$ cat src/hdl/orwm_pkg.sv
// Shared widths, reset values, divider operation codes and control structs.
package orwm_pkg;

   // Fixed field widths.
   localparam int DATA_W    = 16;
   localparam int TOL_W     = 7;
   localparam int FS_W      = 16;
   localparam int KEPT_W    = 7;

   // Shared divider: 23-bit dividend covers every quotient the block forms.
   localparam int DIV_W     = 23;
   localparam int DEN_W     = 16;

   // Default window length and percent scale.
   localparam int WINDOW_LEN_DEFAULT = 10;
   localparam int PCT = 100;

   // Register reset values.
   localparam logic [TOL_W-1:0] TOL_RESET = 7'd10;
   localparam logic [FS_W-1:0]  FS_RESET  = 16'd3000;

   // Divider operation codes.
   localparam logic [1:0] DIV_MEAN = 2'd0;
   localparam logic [1:0] DIV_DEV  = 2'd1;
   localparam logic [1:0] DIV_FILT = 2'd2;
   localparam logic [1:0] DIV_DUTY = 2'd3;

   // Commands from the controller to the datapath.
   typedef struct packed {
      logic       store;
      logic       scan_start;
      logic       keep_pass;
      logic       div_start;
      logic [1:0] div_op;
      logic       band_load;
      logic       load_out;
   } cmd_type;

   // Status from the datapath to the controller.
   typedef struct packed {
      logic scan_done;
      logic div_done;
      logic kept_zero;
      logic fs_zero;
      logic out_free;
   } stat_type;

endpackage

$ cat src/hdl/outlier_rejecting_window_mean.sv
// Top level of the outlier-rejecting window mean: register port, controller and datapath.
//
//   Requests carry one millivolt sample on req_sample_mv and are taken when
//   req_valid is high and req_stall is low. Each request writes the oldest
//   window entry and yields exactly one response: filtered mean, kept count
//   and duty percent, held on rsp_* while rsp_valid is high and rsp_stall
//   is high, and taken when rsp_stall is low.
//   The block works on one request at a time. Between acceptance and
//   response it makes two passes over the window memory at one entry per
//   cycle, two reciprocal multiplications for the divisions by the window
//   length and by one hundred, and two runs of the 23-step divider. An
//   empty band skips both runs, a zero full scale the second one. The next
//   request is taken in the cycle after the response is loaded, even while
//   it waits for the consumer; a stalled consumer holds the block only
//   when the following result is ready.
//   Reset empties the window (entries read as zero until written), rewinds
//   the write position, drops any pending response and restores tolerance
//   10 percent and full scale 3000 mV. Registers: tolerance_percent at
//   byte address 0, full_scale_mv at 4; write them only while idle.
module outlier_rejecting_window_mean
   import orwm_pkg::*;
#(
   parameter int WINDOW_LEN = WINDOW_LEN_DEFAULT
)
(
   input  logic              clock,
   input  logic              reset,
   input  logic              req_valid,
   output logic              req_stall,
   input  logic [DATA_W-1:0] req_sample_mv,
   output logic              rsp_valid,
   input  logic              rsp_stall,
   output logic [DATA_W-1:0] rsp_filtered_mean,
   output logic [KEPT_W-1:0] rsp_kept_count,
   output logic [DATA_W-1:0] rsp_duty_percent,
   input  logic              csr_psel,
   input  logic              csr_penable,
   input  logic              csr_pwrite,
   input  logic [2:0]        csr_paddr,
   input  logic [31:0]       csr_pwdata,
   output logic [31:0]       csr_prdata,
   output logic              csr_pready
);

   localparam logic REG_TOL = 1'b0;
   localparam logic REG_FS  = 1'b1;

   logic [TOL_W-1:0] tol_ff;
   logic [FS_W-1:0]  fs_ff;
   logic             csr_write;
   cmd_type          cmd;
   stat_type         stat;

   // Register writes complete on the access cycle.
   assign csr_pready = 1'b1;
   assign csr_write  = csr_psel && csr_penable && csr_pwrite;

   always_ff @(posedge clock) begin
      if (reset) begin
         tol_ff <= TOL_RESET;
         fs_ff  <= FS_RESET;
      end else if (csr_write) begin
         unique case (csr_paddr[2])
            REG_TOL: tol_ff <= csr_pwdata[TOL_W-1:0];
            REG_FS:  fs_ff  <= csr_pwdata[FS_W-1:0];
            default: ;
         endcase
      end
   end

   // Read back the addressed register.
   always_comb begin
      unique case (csr_paddr[2])
         REG_TOL: csr_prdata = 32'(tol_ff);
         REG_FS:  csr_prdata = 32'(fs_ff);
         default: csr_prdata = '0;
      endcase
   end

   orwm_ctrl u_ctrl (
      .clock     (clock),
      .reset     (reset),
      .req_valid (req_valid),
      .req_stall (req_stall),
      .stat      (stat),
      .cmd       (cmd)
   );

   orwm_datapath #(
      .WINDOW_LEN (WINDOW_LEN)
   ) u_datapath (
      .clock             (clock),
      .reset             (reset),
      .cmd               (cmd),
      .stat              (stat),
      .sample_mv         (req_sample_mv),
      .tolerance_percent (tol_ff),
      .full_scale_mv     (fs_ff),
      .rsp_stall         (rsp_stall),
      .rsp_valid         (rsp_valid),
      .rsp_filtered_mean (rsp_filtered_mean),
      .rsp_kept_count    (rsp_kept_count),
      .rsp_duty_percent  (rsp_duty_percent)
   );

endmodule

$ cat src/hdl/orwm_div.sv
// Restoring divider, one quotient bit per cycle.
module orwm_div
   import orwm_pkg::*;
(
   input  logic             clock,
   input  logic             reset,
   input  logic             start,
   input  logic [DIV_W-1:0] dividend,
   input  logic [DEN_W-1:0] divisor,
   output logic             done,
   output logic [DIV_W-1:0] quotient
);

   localparam int CNT_W = $clog2(DIV_W + 1);

   logic [DEN_W-1:0] rem_ff;
   logic [DIV_W-1:0] quo_ff;
   logic [DEN_W-1:0] den_ff;
   logic [CNT_W-1:0] cnt_ff;
   logic             busy_ff;
   logic             done_ff;

   logic [DEN_W:0]   trial;
   logic             take;
   logic [DEN_W:0]   diff;

   // Shift in the next dividend bit and try to subtract the divisor.
   always_comb begin
      trial = {rem_ff, quo_ff[DIV_W-1]};
      take  = trial >= {1'b0, den_ff};
      diff  = trial - {1'b0, den_ff};
   end

   // Step counter and completion pulse.
   always_ff @(posedge clock) begin
      if (reset) begin
         busy_ff <= 1'b0;
         done_ff <= 1'b0;
         cnt_ff  <= '0;
      end else begin
         done_ff <= 1'b0;
         if (start) begin
            busy_ff <= 1'b1;
            cnt_ff  <= CNT_W'(DIV_W);
         end else if (busy_ff) begin
            cnt_ff <= cnt_ff - 1'b1;
            if (cnt_ff == CNT_W'(1)) begin
               busy_ff <= 1'b0;
               done_ff <= 1'b1;
            end
         end
      end
   end

   // Partial remainder and quotient shift register.
   always_ff @(posedge clock) begin
      if (start) begin
         rem_ff <= '0;
         quo_ff <= dividend;
         den_ff <= divisor;
      end else if (busy_ff) begin
         rem_ff <= take ? diff[DEN_W-1:0] : trial[DEN_W-1:0];
         quo_ff <= {quo_ff[DIV_W-2:0], take};
      end
   end

   assign done     = done_ff;
   assign quotient = quo_ff;

endmodule

$ cat src/hdl/orwm_datapath.sv
// Window memory, scan accumulators, band registers, shared divider and result register.
module orwm_datapath
   import orwm_pkg::*;
#(
   parameter int WINDOW_LEN = WINDOW_LEN_DEFAULT
)
(
   input  logic              clock,
   input  logic              reset,
   input  cmd_type           cmd,
   output stat_type          stat,
   input  logic [DATA_W-1:0] sample_mv,
   input  logic [TOL_W-1:0]  tolerance_percent,
   input  logic [FS_W-1:0]   full_scale_mv,
   input  logic              rsp_stall,
   output logic              rsp_valid,
   output logic [DATA_W-1:0] rsp_filtered_mean,
   output logic [KEPT_W-1:0] rsp_kept_count,
   output logic [DATA_W-1:0] rsp_duty_percent
);

   localparam int IDX_W = (WINDOW_LEN > 1) ? $clog2(WINDOW_LEN) : 1;
   localparam int CNT_W = $clog2(WINDOW_LEN + 1);
   localparam int SUM_W = DATA_W + $clog2(WINDOW_LEN);
   localparam logic [IDX_W-1:0] LAST_IDX = IDX_W'(WINDOW_LEN - 1);

   // Reciprocal constants for the divisions by the window length and by one hundred.
   // The shift is the dividend width plus the divisor's bit length, which keeps the
   // rounded-up reciprocal exact for every dividend the block forms.
   localparam int RCP_W      = 24;
   localparam int PROD_W     = DIV_W + RCP_W;
   localparam int MEAN_SHIFT = SUM_W + $clog2(WINDOW_LEN);
   localparam int DEV_SHIFT  = DIV_W + $clog2(PCT);
   localparam logic [RCP_W-1:0] MEAN_RCP =
      RCP_W'(((64'd1 << MEAN_SHIFT) + 64'(WINDOW_LEN) - 64'd1) / 64'(WINDOW_LEN));
   localparam logic [RCP_W-1:0] DEV_RCP =
      RCP_W'(((64'd1 << DEV_SHIFT) + 64'(PCT) - 64'd1) / 64'(PCT));

   // Window storage with one valid bit per entry; an unwritten entry reads as zero.
   logic [DATA_W-1:0]     mem_ff [WINDOW_LEN];
   logic [WINDOW_LEN-1:0] valid_ff;
   logic [IDX_W-1:0]      wr_pos_ff;
   logic [IDX_W-1:0]      wr_pos_in;

   // Scan engine.
   logic [IDX_W-1:0]  scan_addr_ff;
   logic              issue_ff;
   logic              rd_vld_ff;
   logic              rd_last_ff;
   logic              rd_hit_ff;
   logic [DATA_W-1:0] rd_data_ff;
   logic              pass_ff;

   // Accumulators and intermediate results.
   logic [SUM_W-1:0]  total_ff;
   logic [SUM_W-1:0]  kept_sum_ff;
   logic [CNT_W-1:0]  kept_ff;
   logic [DATA_W-1:0] mean_ff;
   logic [DATA_W:0]   dev_ff;
   logic              lo_neg_ff;
   logic [DATA_W:0]   lo_ff;
   logic [DATA_W+1:0] hi_ff;
   logic [DATA_W-1:0] filt_ff;
   logic [DATA_W-1:0] duty_ff;

   // Result register.
   logic              rsp_valid_ff;
   logic              rsp_valid_in;
   logic [DATA_W-1:0] rsp_mean_ff;
   logic [KEPT_W-1:0] rsp_kept_ff;
   logic [DATA_W-1:0] rsp_duty_ff;

   // Divider hookup.
   logic [1:0]        div_op_ff;
   logic [DIV_W-1:0]  div_num;
   logic [DEN_W-1:0]  div_den;
   logic              div_go;
   logic              div_done;
   logic [DIV_W-1:0]  div_quo;

   // Reciprocal multiplier for the constant divisions.
   logic              cst_go;
   logic              cst_busy_ff;
   logic              cst_done_ff;
   logic [DIV_W-1:0]  cst_num_ff;
   logic [RCP_W-1:0]  cst_rcp;
   logic [PROD_W-1:0] cst_prod_ff;

   logic [DATA_W-1:0] samp_val;
   logic              in_band;

   // Next write position wraps after the last entry.
   assign wr_pos_in = (wr_pos_ff == LAST_IDX) ? '0 : wr_pos_ff + 1'b1;

   // Memory write on request and registered read during a scan.
   always_ff @(posedge clock) begin
      if (cmd.store) begin
         mem_ff[wr_pos_ff] <= sample_mv;
      end
      if (issue_ff) begin
         rd_data_ff <= mem_ff[scan_addr_ff];
      end
   end

   // Valid bits, write pointer and scan sequencing.
   always_ff @(posedge clock) begin
      if (reset) begin
         valid_ff     <= '0;
         wr_pos_ff    <= '0;
         issue_ff     <= 1'b0;
         rd_vld_ff    <= 1'b0;
         rd_last_ff   <= 1'b0;
         scan_addr_ff <= '0;
      end else begin
         if (cmd.store) begin
            valid_ff[wr_pos_ff] <= 1'b1;
            wr_pos_ff           <= wr_pos_in;
         end
         rd_vld_ff  <= issue_ff;
         rd_last_ff <= issue_ff && (scan_addr_ff == LAST_IDX);
         if (cmd.scan_start) begin
            issue_ff     <= 1'b1;
            scan_addr_ff <= '0;
         end else if (issue_ff) begin
            if (scan_addr_ff == LAST_IDX) begin
               issue_ff <= 1'b0;
            end
            scan_addr_ff <= scan_addr_ff + 1'b1;
         end
      end
   end

   always_ff @(posedge clock) begin
      if (issue_ff) begin
         rd_hit_ff <= valid_ff[scan_addr_ff];
      end
   end

   // Band test on the entry coming out of the memory.
   always_comb begin
      samp_val = rd_hit_ff ? rd_data_ff : '0;
      in_band  = (lo_neg_ff || ({1'b0, samp_val} >= lo_ff)) &&
                 ({2'b00, samp_val} <= hi_ff);
   end

   // Window sum on the first pass, kept sum and count on the second.
   always_ff @(posedge clock) begin
      if (cmd.scan_start) begin
         pass_ff     <= cmd.keep_pass;
         total_ff    <= '0;
         kept_sum_ff <= '0;
         kept_ff     <= '0;
      end else if (rd_vld_ff) begin
         if (!pass_ff) begin
            total_ff <= total_ff + SUM_W'(samp_val);
         end else if (in_band) begin
            kept_sum_ff <= kept_sum_ff + SUM_W'(samp_val);
            kept_ff     <= kept_ff + 1'b1;
         end
      end
   end

   // Operands for each operation; the constant divisions leave the divider idle.
   always_comb begin
      case (cmd.div_op)
         DIV_MEAN: begin
            div_num = DIV_W'(total_ff);
            div_den = '0;
         end
         DIV_DEV: begin
            div_num = DIV_W'(mean_ff) * DIV_W'(tolerance_percent);
            div_den = '0;
         end
         DIV_FILT: begin
            div_num = DIV_W'(kept_sum_ff);
            div_den = DEN_W'(kept_ff);
         end
         default: begin
            div_num = DIV_W'(filt_ff) * DIV_W'(PCT);
            div_den = full_scale_mv;
         end
      endcase
   end

   // Divisions by constants go to the reciprocal multiplier, the others to the divider.
   assign cst_go  = cmd.div_start && ((cmd.div_op == DIV_MEAN) || (cmd.div_op == DIV_DEV));
   assign div_go  = cmd.div_start && !cst_go;
   assign cst_rcp = (div_op_ff == DIV_MEAN) ? MEAN_RCP : DEV_RCP;

   // Operand register, then product register; the quotient is a bit field of the product.
   always_ff @(posedge clock) begin
      if (reset) begin
         cst_busy_ff <= 1'b0;
         cst_done_ff <= 1'b0;
      end else begin
         cst_busy_ff <= cst_go;
         cst_done_ff <= cst_busy_ff;
      end
   end

   always_ff @(posedge clock) begin
      if (cst_go) begin
         cst_num_ff <= div_num;
      end
      if (cst_busy_ff) begin
         cst_prod_ff <= PROD_W'(cst_num_ff) * PROD_W'(cst_rcp);
      end
   end

   orwm_div u_div (
      .clock    (clock),
      .reset    (reset),
      .start    (div_go),
      .dividend (div_num),
      .divisor  (div_den),
      .done     (div_done),
      .quotient (div_quo)
   );

   // Capture each quotient; filtered mean and duty start from zero each request.
   always_ff @(posedge clock) begin
      if (cmd.div_start) begin
         div_op_ff <= cmd.div_op;
      end
      if (cmd.scan_start && !cmd.keep_pass) begin
         filt_ff <= '0;
         duty_ff <= '0;
      end else if (div_done || cst_done_ff) begin
         case (div_op_ff)
            DIV_MEAN: mean_ff <= cst_prod_ff[MEAN_SHIFT +: DATA_W];
            DIV_DEV:  dev_ff  <= cst_prod_ff[DEV_SHIFT +: DATA_W+1];
            DIV_FILT: filt_ff <= div_quo[DATA_W-1:0];
            default:  duty_ff <= (|div_quo[DIV_W-1:DATA_W]) ? '1 : div_quo[DATA_W-1:0];
         endcase
      end
   end

   // Band edges; the lower edge flags when it drops below zero.
   always_ff @(posedge clock) begin
      if (cmd.band_load) begin
         lo_neg_ff <= dev_ff > {1'b0, mean_ff};
         lo_ff     <= {1'b0, mean_ff} - dev_ff;
         hi_ff     <= {2'b00, mean_ff} + {1'b0, dev_ff};
      end
   end

   // Result register toward the consumer.
   assign rsp_valid_in = cmd.load_out ? 1'b1 :
                         (rsp_valid_ff && !rsp_stall) ? 1'b0 : rsp_valid_ff;

   always_ff @(posedge clock) begin
      if (reset) begin
         rsp_valid_ff <= 1'b0;
      end else begin
         rsp_valid_ff <= rsp_valid_in;
      end
   end

   always_ff @(posedge clock) begin
      if (cmd.load_out) begin
         rsp_mean_ff <= filt_ff;
         rsp_kept_ff <= KEPT_W'(kept_ff);
         rsp_duty_ff <= duty_ff;
      end
   end

   assign rsp_valid         = rsp_valid_ff;
   assign rsp_filtered_mean = rsp_mean_ff;
   assign rsp_kept_count    = rsp_kept_ff;
   assign rsp_duty_percent  = rsp_duty_ff;

   // Status toward the controller.
   always_comb begin
      stat.scan_done = rd_vld_ff && rd_last_ff;
      stat.div_done  = div_done || cst_done_ff;
      stat.kept_zero = (kept_ff == '0);
      stat.fs_zero   = (full_scale_mv == '0);
      stat.out_free  = !rsp_valid_ff || !rsp_stall;
   end

endmodule

$ cat src/hdl/orwm_ctrl.sv
// Sequencer that steps one request through the scans, divisions and result load.
module orwm_ctrl
   import orwm_pkg::*;
(
   input  logic     clock,
   input  logic     reset,
   input  logic     req_valid,
   output logic     req_stall,
   input  stat_type stat,
   output cmd_type  cmd
);

   localparam logic [3:0] S_IDLE      = 4'd0;
   localparam logic [3:0] S_SUM_GO    = 4'd1;
   localparam logic [3:0] S_SUM_WAIT  = 4'd2;
   localparam logic [3:0] S_MEAN_GO   = 4'd3;
   localparam logic [3:0] S_MEAN_WAIT = 4'd4;
   localparam logic [3:0] S_DEV_GO    = 4'd5;
   localparam logic [3:0] S_DEV_WAIT  = 4'd6;
   localparam logic [3:0] S_BAND      = 4'd7;
   localparam logic [3:0] S_KEEP_GO   = 4'd8;
   localparam logic [3:0] S_KEEP_WAIT = 4'd9;
   localparam logic [3:0] S_FILT_GO   = 4'd10;
   localparam logic [3:0] S_FILT_WAIT = 4'd11;
   localparam logic [3:0] S_DUTY_GO   = 4'd12;
   localparam logic [3:0] S_DUTY_WAIT = 4'd13;
   localparam logic [3:0] S_DONE      = 4'd14;

   logic [3:0] state_ff;
   logic [3:0] state_in;

   // Next state and commands.
   always_comb begin
      state_in = state_ff;
      cmd      = '0;
      unique case (state_ff)
         S_IDLE: begin
            if (req_valid) begin
               cmd.store = 1'b1;
               state_in  = S_SUM_GO;
            end
         end
         S_SUM_GO: begin
            cmd.scan_start = 1'b1;
            state_in       = S_SUM_WAIT;
         end
         S_SUM_WAIT: begin
            if (stat.scan_done) begin
               state_in = S_MEAN_GO;
            end
         end
         S_MEAN_GO: begin
            cmd.div_start = 1'b1;
            cmd.div_op    = DIV_MEAN;
            state_in      = S_MEAN_WAIT;
         end
         S_MEAN_WAIT: begin
            if (stat.div_done) begin
               state_in = S_DEV_GO;
            end
         end
         S_DEV_GO: begin
            cmd.div_start = 1'b1;
            cmd.div_op    = DIV_DEV;
            state_in      = S_DEV_WAIT;
         end
         S_DEV_WAIT: begin
            if (stat.div_done) begin
               state_in = S_BAND;
            end
         end
         S_BAND: begin
            cmd.band_load = 1'b1;
            state_in      = S_KEEP_GO;
         end
         S_KEEP_GO: begin
            cmd.scan_start = 1'b1;
            cmd.keep_pass  = 1'b1;
            state_in       = S_KEEP_WAIT;
         end
         S_KEEP_WAIT: begin
            if (stat.scan_done) begin
               state_in = S_FILT_GO;
            end
         end
         S_FILT_GO: begin
            // An empty band leaves the filtered mean and duty at zero.
            if (stat.kept_zero) begin
               state_in = S_DONE;
            end else begin
               cmd.div_start = 1'b1;
               cmd.div_op    = DIV_FILT;
               state_in      = S_FILT_WAIT;
            end
         end
         S_FILT_WAIT: begin
            if (stat.div_done) begin
               state_in = S_DUTY_GO;
            end
         end
         S_DUTY_GO: begin
            // A zero full scale leaves the duty at zero.
            if (stat.fs_zero) begin
               state_in = S_DONE;
            end else begin
               cmd.div_start = 1'b1;
               cmd.div_op    = DIV_DUTY;
               state_in      = S_DUTY_WAIT;
            end
         end
         S_DUTY_WAIT: begin
            if (stat.div_done) begin
               state_in = S_DONE;
            end
         end
         S_DONE: begin
            if (stat.out_free) begin
               cmd.load_out = 1'b1;
               state_in     = S_IDLE;
            end
         end
         default: begin
            state_in = S_IDLE;
         end
      endcase
   end

   always_ff @(posedge clock) begin
      if (reset) begin
         state_ff <= S_IDLE;
      end else begin
         state_ff <= state_in;
      end
   end

   assign req_stall = (state_ff != S_IDLE);

endmodule

$ cat config.mk
export PLATFORM = sky130hd
export DESIGN_NAME = outlier_rejecting_window_mean
export DESIGN_NICKNAME = d
export VERILOG_FILES = /design/src/hdl/orwm_pkg.sv /design/src/hdl/outlier_rejecting_window_mean.sv /design/src/hdl/orwm_div.sv /design/src/hdl/orwm_datapath.sv /design/src/hdl/orwm_ctrl.sv
export SDC_FILE = /design/constraint.sdc
export NUM_CORES = 2
export LEC_CHECK = 0
export ABC_CLOCK_PERIOD_IN_PS = 16050
export BUFFER_PORTS_ARGS = -buffer_cell sky130_fd_sc_hd__buf_2
export CAP_MARGIN = 20
export CORE_ASPECT_RATIO = 0.8
export CORE_MARGIN = 1.5
export CORE_UTILIZATION = 46
export DETAILED_ROUTE_END_ITERATION = 10
export PLACE_DENSITY = 0.64
export SYNTH_ARGS = -nofsm -noshare
export SYNTH_HDL_FRONTEND = slang
export SYNTH_SLANG_ARGS = --single-unit
$ cat constraint.sdc
create_clock -name clock -period 16.05 [get_ports clock]
set_input_delay 1.605 -clock clock [delete_from_list [all_inputs] [get_ports clock]]
set_output_delay 1.605 -clock clock [all_outputs]
set_load 0.005 [all_outputs]
* Word level (Yosys, flattened, before mapping)
Memory sizes are Yosys's and may differ from the RTL's. A register that Yosys moved wholly into a read port is not among the register bits.
Index checks and enable logic that the tools add are counted.
** Word-level totals
- Input port bits :: 58
- RAM bits :: 160
- Memories :: 1
- Output and inout bits :: 74
- Bits in registers :: 368
- Word-level logic and storage cells :: 182
** Memories
- u_datapath.mem_ff :: words 10, width 16, rd ports 1, clocked after Yosys merged registers in 1, wr ports 1, RTL line orwm_datapath.sv:40 : logic [DATA_W-1:0] mem_ff [WINDOW_LEN];
** Operators by class
- Add/subtract/negate cells :: 9
- Multiply operators :: 3
- Reductions and logical operators :: 42
- Bitwise operators :: 6
- Equality and inequality tests :: 29
- Mux-type cells :: 48
- $lt $le $gt $ge :: 7
** Operator list (number)
- 23-bit case mux with 3 select lines :: 1
- 32-bit case mux with 2 select lines :: 1
- 4-bit case mux with 15 select lines :: 1
- 16-bit two-way mux :: 3
- 23-bit by 24-bit multiplier with 47-bit output :: 1
- 23-bit two-way mux :: 2
- 20-bit by 16-bit adder with 20-bit output :: 2
- 4-bit equality test (second input constant) :: 9
- 4-bit two-way mux :: 9
- 16-bit case mux with 2 select lines :: 1
- 24-bit two-way mux :: 1
- 16-bit by 7-bit multiplier with 23-bit output :: 1
- 16-bit by 5-bit multiplier with 21-bit output (second input constant) :: 1
- 1-bit two-way mux :: 20
- 16-bit by 17-bit adder with 18-bit output :: 1
- 16-bit by 18-bit less-or-equal comparator with 1-bit output :: 1
- 16-bit by 17-bit >= comparator with 1-bit output :: 1
- 17-bit by 16-bit >= comparator with 1-bit output :: 1
- 17-bit by 16-bit > comparator with 1-bit output :: 1
- 16-bit by 17-bit subtractor with 17-bit output :: 1
- 4-bit by 3-bit equality test with 1-bit output (second input constant) :: 4
- 16-bit zero test :: 1
- 2-bit != test (second input constant) :: 8
- 16-bit subtractor :: 1
- 30 further kinds :: 71

* Logic depth before layout (Yosys ltp)
- Depth in word-level cells :: 9
- Gate-level depth with buffers :: 30
- Gate-level depth less buffers :: 28

* Modules after synthesis
Synthesis repeated with hierarchy kept, for this count alone.
** Unflattened totals
- Cells, all modules :: 3831
- Area total of the unflattened synthesis :: 41801.3 µm²
** By module, submodules not included
- orwm_datapath :: instances 1, area an instance 36756.5 µm², seq. area each 11911.4 µm², cells each 3324
- orwm_div :: instances 1, area an instance 3318.2 µm², seq. area each 1631.6 µm², cells each 312
- outlier_rejecting_window_mean :: instances 1, area an instance 1286.2 µm², seq. area each 460.4 µm², cells each 135
- orwm_ctrl :: instances 1, area an instance 440.4 µm², seq. area each 80.1 µm², cells each 60

* Least setup slack after synthesis
OpenSTA, ideal clock, no wires.
- Path kind :: register -> register
- Start point :: register u_datapath.div_op_ff[1]
- End point :: register u_datapath.cst_prod_ff[42] (data pin)
- Path buffers :: 2
- Setup slack :: 8882 ps
- Clock period less this slack :: 7168 ps
- Arrival :: 6908 ps
- Setup time :: 260 ps
- Cell stages (with the launch flop) :: 27
- Data required time :: 15790 ps
- Path through :: edfxtp_1 > or2_2 > clkbuf_1 > buf_1 > nor2_1 > fa_1 > inv_1 > fa_1 > fa_1 > inv_1 > fa_1 > fa_1 > fa_1 > inv_1 > fa_1 > inv_1 > ha_1 > a211oi_1 > o21ai_1 > a211oi_2 > a2111oi_4 > a21oi_2 > o31ai_4 > nor2_1 > o21ai_2 > a221oi_2 > xnor2_1
** Between the ends
- Longest elaborated chain between the ends :: 3
** RTL lines
- from (decl) :: RTL line orwm_datapath.sv:74 : logic [1:0] div_op_ff;
- from (signal assigned) :: RTL line orwm_datapath.sv:223 : div_op_ff <= cmd.div_op;
- 2-bit zero test :: RTL line orwm_datapath.sv:188 : assign cst_rcp = (div_op_ff == DIV_MEAN) ? MEAN_RCP : DEV_RCP;
- 24-bit two-way mux :: RTL line orwm_datapath.sv:188
- 23-bit by 24-bit multiplier with 47-bit output :: RTL line orwm_datapath.sv:206 : cst_prod_ff <= PROD_W'(cst_num_ff) * PROD_W'(cst_rcp);
- to (signal assigned) :: RTL line orwm_datapath.sv:206
- to (decl) :: RTL line orwm_datapath.sv:87 : logic [PROD_W-1:0] cst_prod_ff;
Every way passes these cells.
A chain may end at the register's enable or synchronous reset.

* Worst setup path in the final report
- Start point :: register u_datapath.div_op_ff[1]
- End point :: register u_datapath.cst_prod_ff[46] (data pin)
The elaborated chain is that of the path after synthesis.

==> results.toml <==
[status]
status = "completed"

[logic_synthesis]
synth_area_leader_cell = "edfxtp_1"
synthCells = 3853
synth_warnings = 0
ys_seq_area_frac = 0.341
ys_seq_elements = 519
synth_edf_count = 369
async_flop_share = 0
synth_area_leaders = "edfxtp_1, fa_1, ha_1"
synth_cell_types = 87
syn_avg_cell_area_um2 = 10.7
synth.cell_area_um2 = 41300
ys.flop_type = "edfxtp_1"
yosysTopAreaCellShare = 0.268

[setup_path]
r2r_start = "u_datapath.div_op_ff[1]$_DFFE_PP_"
critPathKind = "flop to flop"
start_kind = "flop"
reg2reg_slack_ns = 7.29
worstPathMaxFanout = 30
cp.arrival_ns = 9.17
critPathLaunch = "u_datapath.div_op_ff[1]$_DFFE_PP_"
worst_setup_path_end_kind = "flop"
worstPathRequired_ns = 16.46

[clock_network]
cts_resized = 0
holdBufCountCts = 0
root_buffer = "clkbuf_16"
cts_setup_buffers = 0
cts_max_level = 2
tritoncts = "done"
cts_made_buffers = 50
clk_pin_slew_ns = 0.07
clk_path_buf_depth = 3
cts.sinks = 519
clk_latency_ns = 0.62

[grt]
grt_max_degree = 59
grt_antenna_before_repair = 1
grt_pass1_wl_um = 154000
overflow = 0
grt_pass1_vias = 27238
track_usage = 0.213

[timing]
rsz0062_at_grt = "no"
fin_tns_setup_ns = 0
tightest_slew_ns = 1.06
period_share = 0.546
setup_viol = 0
hold_viol_final = 0
period_needed_ns = 8.76
fin_skew_ns = 0.0453
fmax_ghz = 0.114
final_max_slew_viol_count = 0
slew_headroom = 0.291

[floorplanning]
die_width_um = 338
io_pins = 132
start_util = 0.464
row_count = 98
core_region_area_um2 = 89100
die-area_um2 = 91700
die_y_um = 271

[placed_design]
hpwl_um = 75400
gp_congestion = 0.927
portBuffers = 93

[drt]
first_pass_iters = 5
drt_iter0_markers = 2006
wirelength_um = 96000
drc = 0
wl_per_cell_um = 18.5
ant_nets = 0
vias_per_cell = 5.26
vias = 27235

[final_layout]
nets = 4865
layout-area-overhead-vs-synth_pct = 8.48
nFillCells = 8132
drive_gt1_frac = 0.0776
diodes = 0

[worst_hold_path]
worstHoldStart = "u_datapath.cst_prod_ff[46]$_DFFE_PP_"
min_path_type = "flop to flop"

[job]
cap_violations = 0
## cell usage in the layout (no fill, tap or decap), drive strengths merged, types with 8 or more instances in the layout
cell type and instances:
inv 701, or3 15, a21oi 211, and2 83, mux2i 45, a211oi 41
nand2 329, a221oi 8, xnor2 91, buf 130, nor2 186, nor3 45
nand4 19, o21a 18, clkinv 20, o221a 16, nor2b 40, edfxtp 369
a31oi 15, clkbuf 68, nand3b 15, o22ai 8, or2 14, conb 34
nor4 8, mux4 34, o21bai 14, nand3 25, a21o 62, fa 393
xor2 44, o31ai 13, nand2b 35, o21ai 97, dfxtp 150, ha 475
and3 10
## cells by family after synthesis
kind of cell               share of synthesized area
and+or+nand+nor                               0.0956
AOI/OAI and AO/OA                             0.0922
other                                       0.000182
buffers and inverters                         0.0773
DFF                                            0.341
adders and majority gates                      0.334
muxes                                         0.0313
xor gates and xnor gates                      0.0286
## critical path, cell delays in order, from the launching register on
cell and delay [ns]:
edfxtp_1 0.44, or2_2 0.65, and2_1 0.61, fa_1 0.63, inv_1 0.05, fa_1 0.49
inv_1 0.05, fa_1 0.46, fa_1 0.54, fa_1 0.43, fa_1 0.52, inv_1 0.05
fa_1 0.47, inv_1 0.04, ha_1 0.35, a211oi_1 0.33, o21ai_1 0.22, a211oi_2 0.52
a211o_1 0.35, o21ai_1 0.26, a221oi_2 0.42, o31ai_1 0.18, o21ai_1 0.17, a21oi_1 0.09
a31oi_1 0.19
## layout make-up
cell class / count / area (um^2) / share of cell area
Clock buffer: 68 / 1350 / 0.0301
Clock inverter: 25 / 230 / 0.00513
Inverter: 699 / 2620 / 0.0585
Multi-Input combinational cell: 2539 / 24300 / 0.541
Sequential cell: 519 / 14100 / 0.314
Tap cell: 1200 / 1500 / 0.0335
Timing Repair Buffer: 130 / 796 / 0.0177
## routing by layer
layer,vias to the layer above,wire [um],global-route usage
li1,12983,-,-
met1,13437,47000,0.328
met2,747,41200,0.319
met3,68,6930,0.0404
met4,0,923,0.0266
met5,-,0,0
## stage by stage
stage                util  instance area [um^2]  hold slack (ns)  worst slack, ns  instances
finish              0.503                 44800            0.422             7.29       5180
global placement    0.484                 43200            0.403             7.57       5081
floorplan               -                 41500            0.400             8.88       3885
detailed placement  0.484                 43200            0.407             7.48       5081
global route        0.503                 44800            0.427             6.99       5180
CTS                 0.502                 44700            0.425             7.45       5174
## registers in the layout (all words and copies together), names as in the netlist, 5 cells and up
register,flops
u_datapath.rsp_duty_percent,16
u_datapath.rsp_filtered_mean,16
u_datapath.rd_data_ff,16
u_datapath.valid_ff,10
u_datapath.cst_prod_ff,23
u_datapath.cst_num_ff,23
fs_ff,16
u_datapath.mean_ff,16
u_datapath.u_div.rem_ff,16
u_datapath.mem_ff,160
u_datapath.kept_sum_ff,20
u_datapath.u_div.den_ff,16
u_datapath.total_ff,20
u_datapath.u_div.cnt_ff,5
u_datapath.dev_ff,17
u_datapath.filt_ff,16
u_datapath.u_div.quotient,23
tol_ff,7
u_datapath.lo_ff,16
u_datapath.hi_ff,18
u_datapath.duty_ff,16
## cell usage after synthesis (21+ instances only)
cell        n
fa_1      393
mux4_2     34
o21ai_0    66
o21ai_1    30
nand2b_1   35
nor3_1     45
nor2_1    186
dfxtp_1   150
nand3_1    25
ha_1      475
nand2_1   329
a211oi_1   40
clkbuf_1   89
a21o_1     62
nor2b_1    40
inv_1     699
edfxtp_1  369
and2_1     83
xnor2_1    91
xor2_1     44
buf_4      21
mux2i_1    45
a21oi_1   209
## final timing paths
check | end | cells past startpoint
min | u_datapath.dev_ff[16]$_DFFE_PP_ | 0
max reg2reg | u_datapath.cst_prod_ff[46]$_DFFE_PP_ | 24
min reg2reg | u_datapath.dev_ff[16]$_DFFE_PP_ | 0
max | u_datapath.cst_prod_ff[46]$_DFFE_PP_ | 24
Power is not shown: default switching activity piles up to over one toggle a cycle in this logic, so the estimate is an artifact.
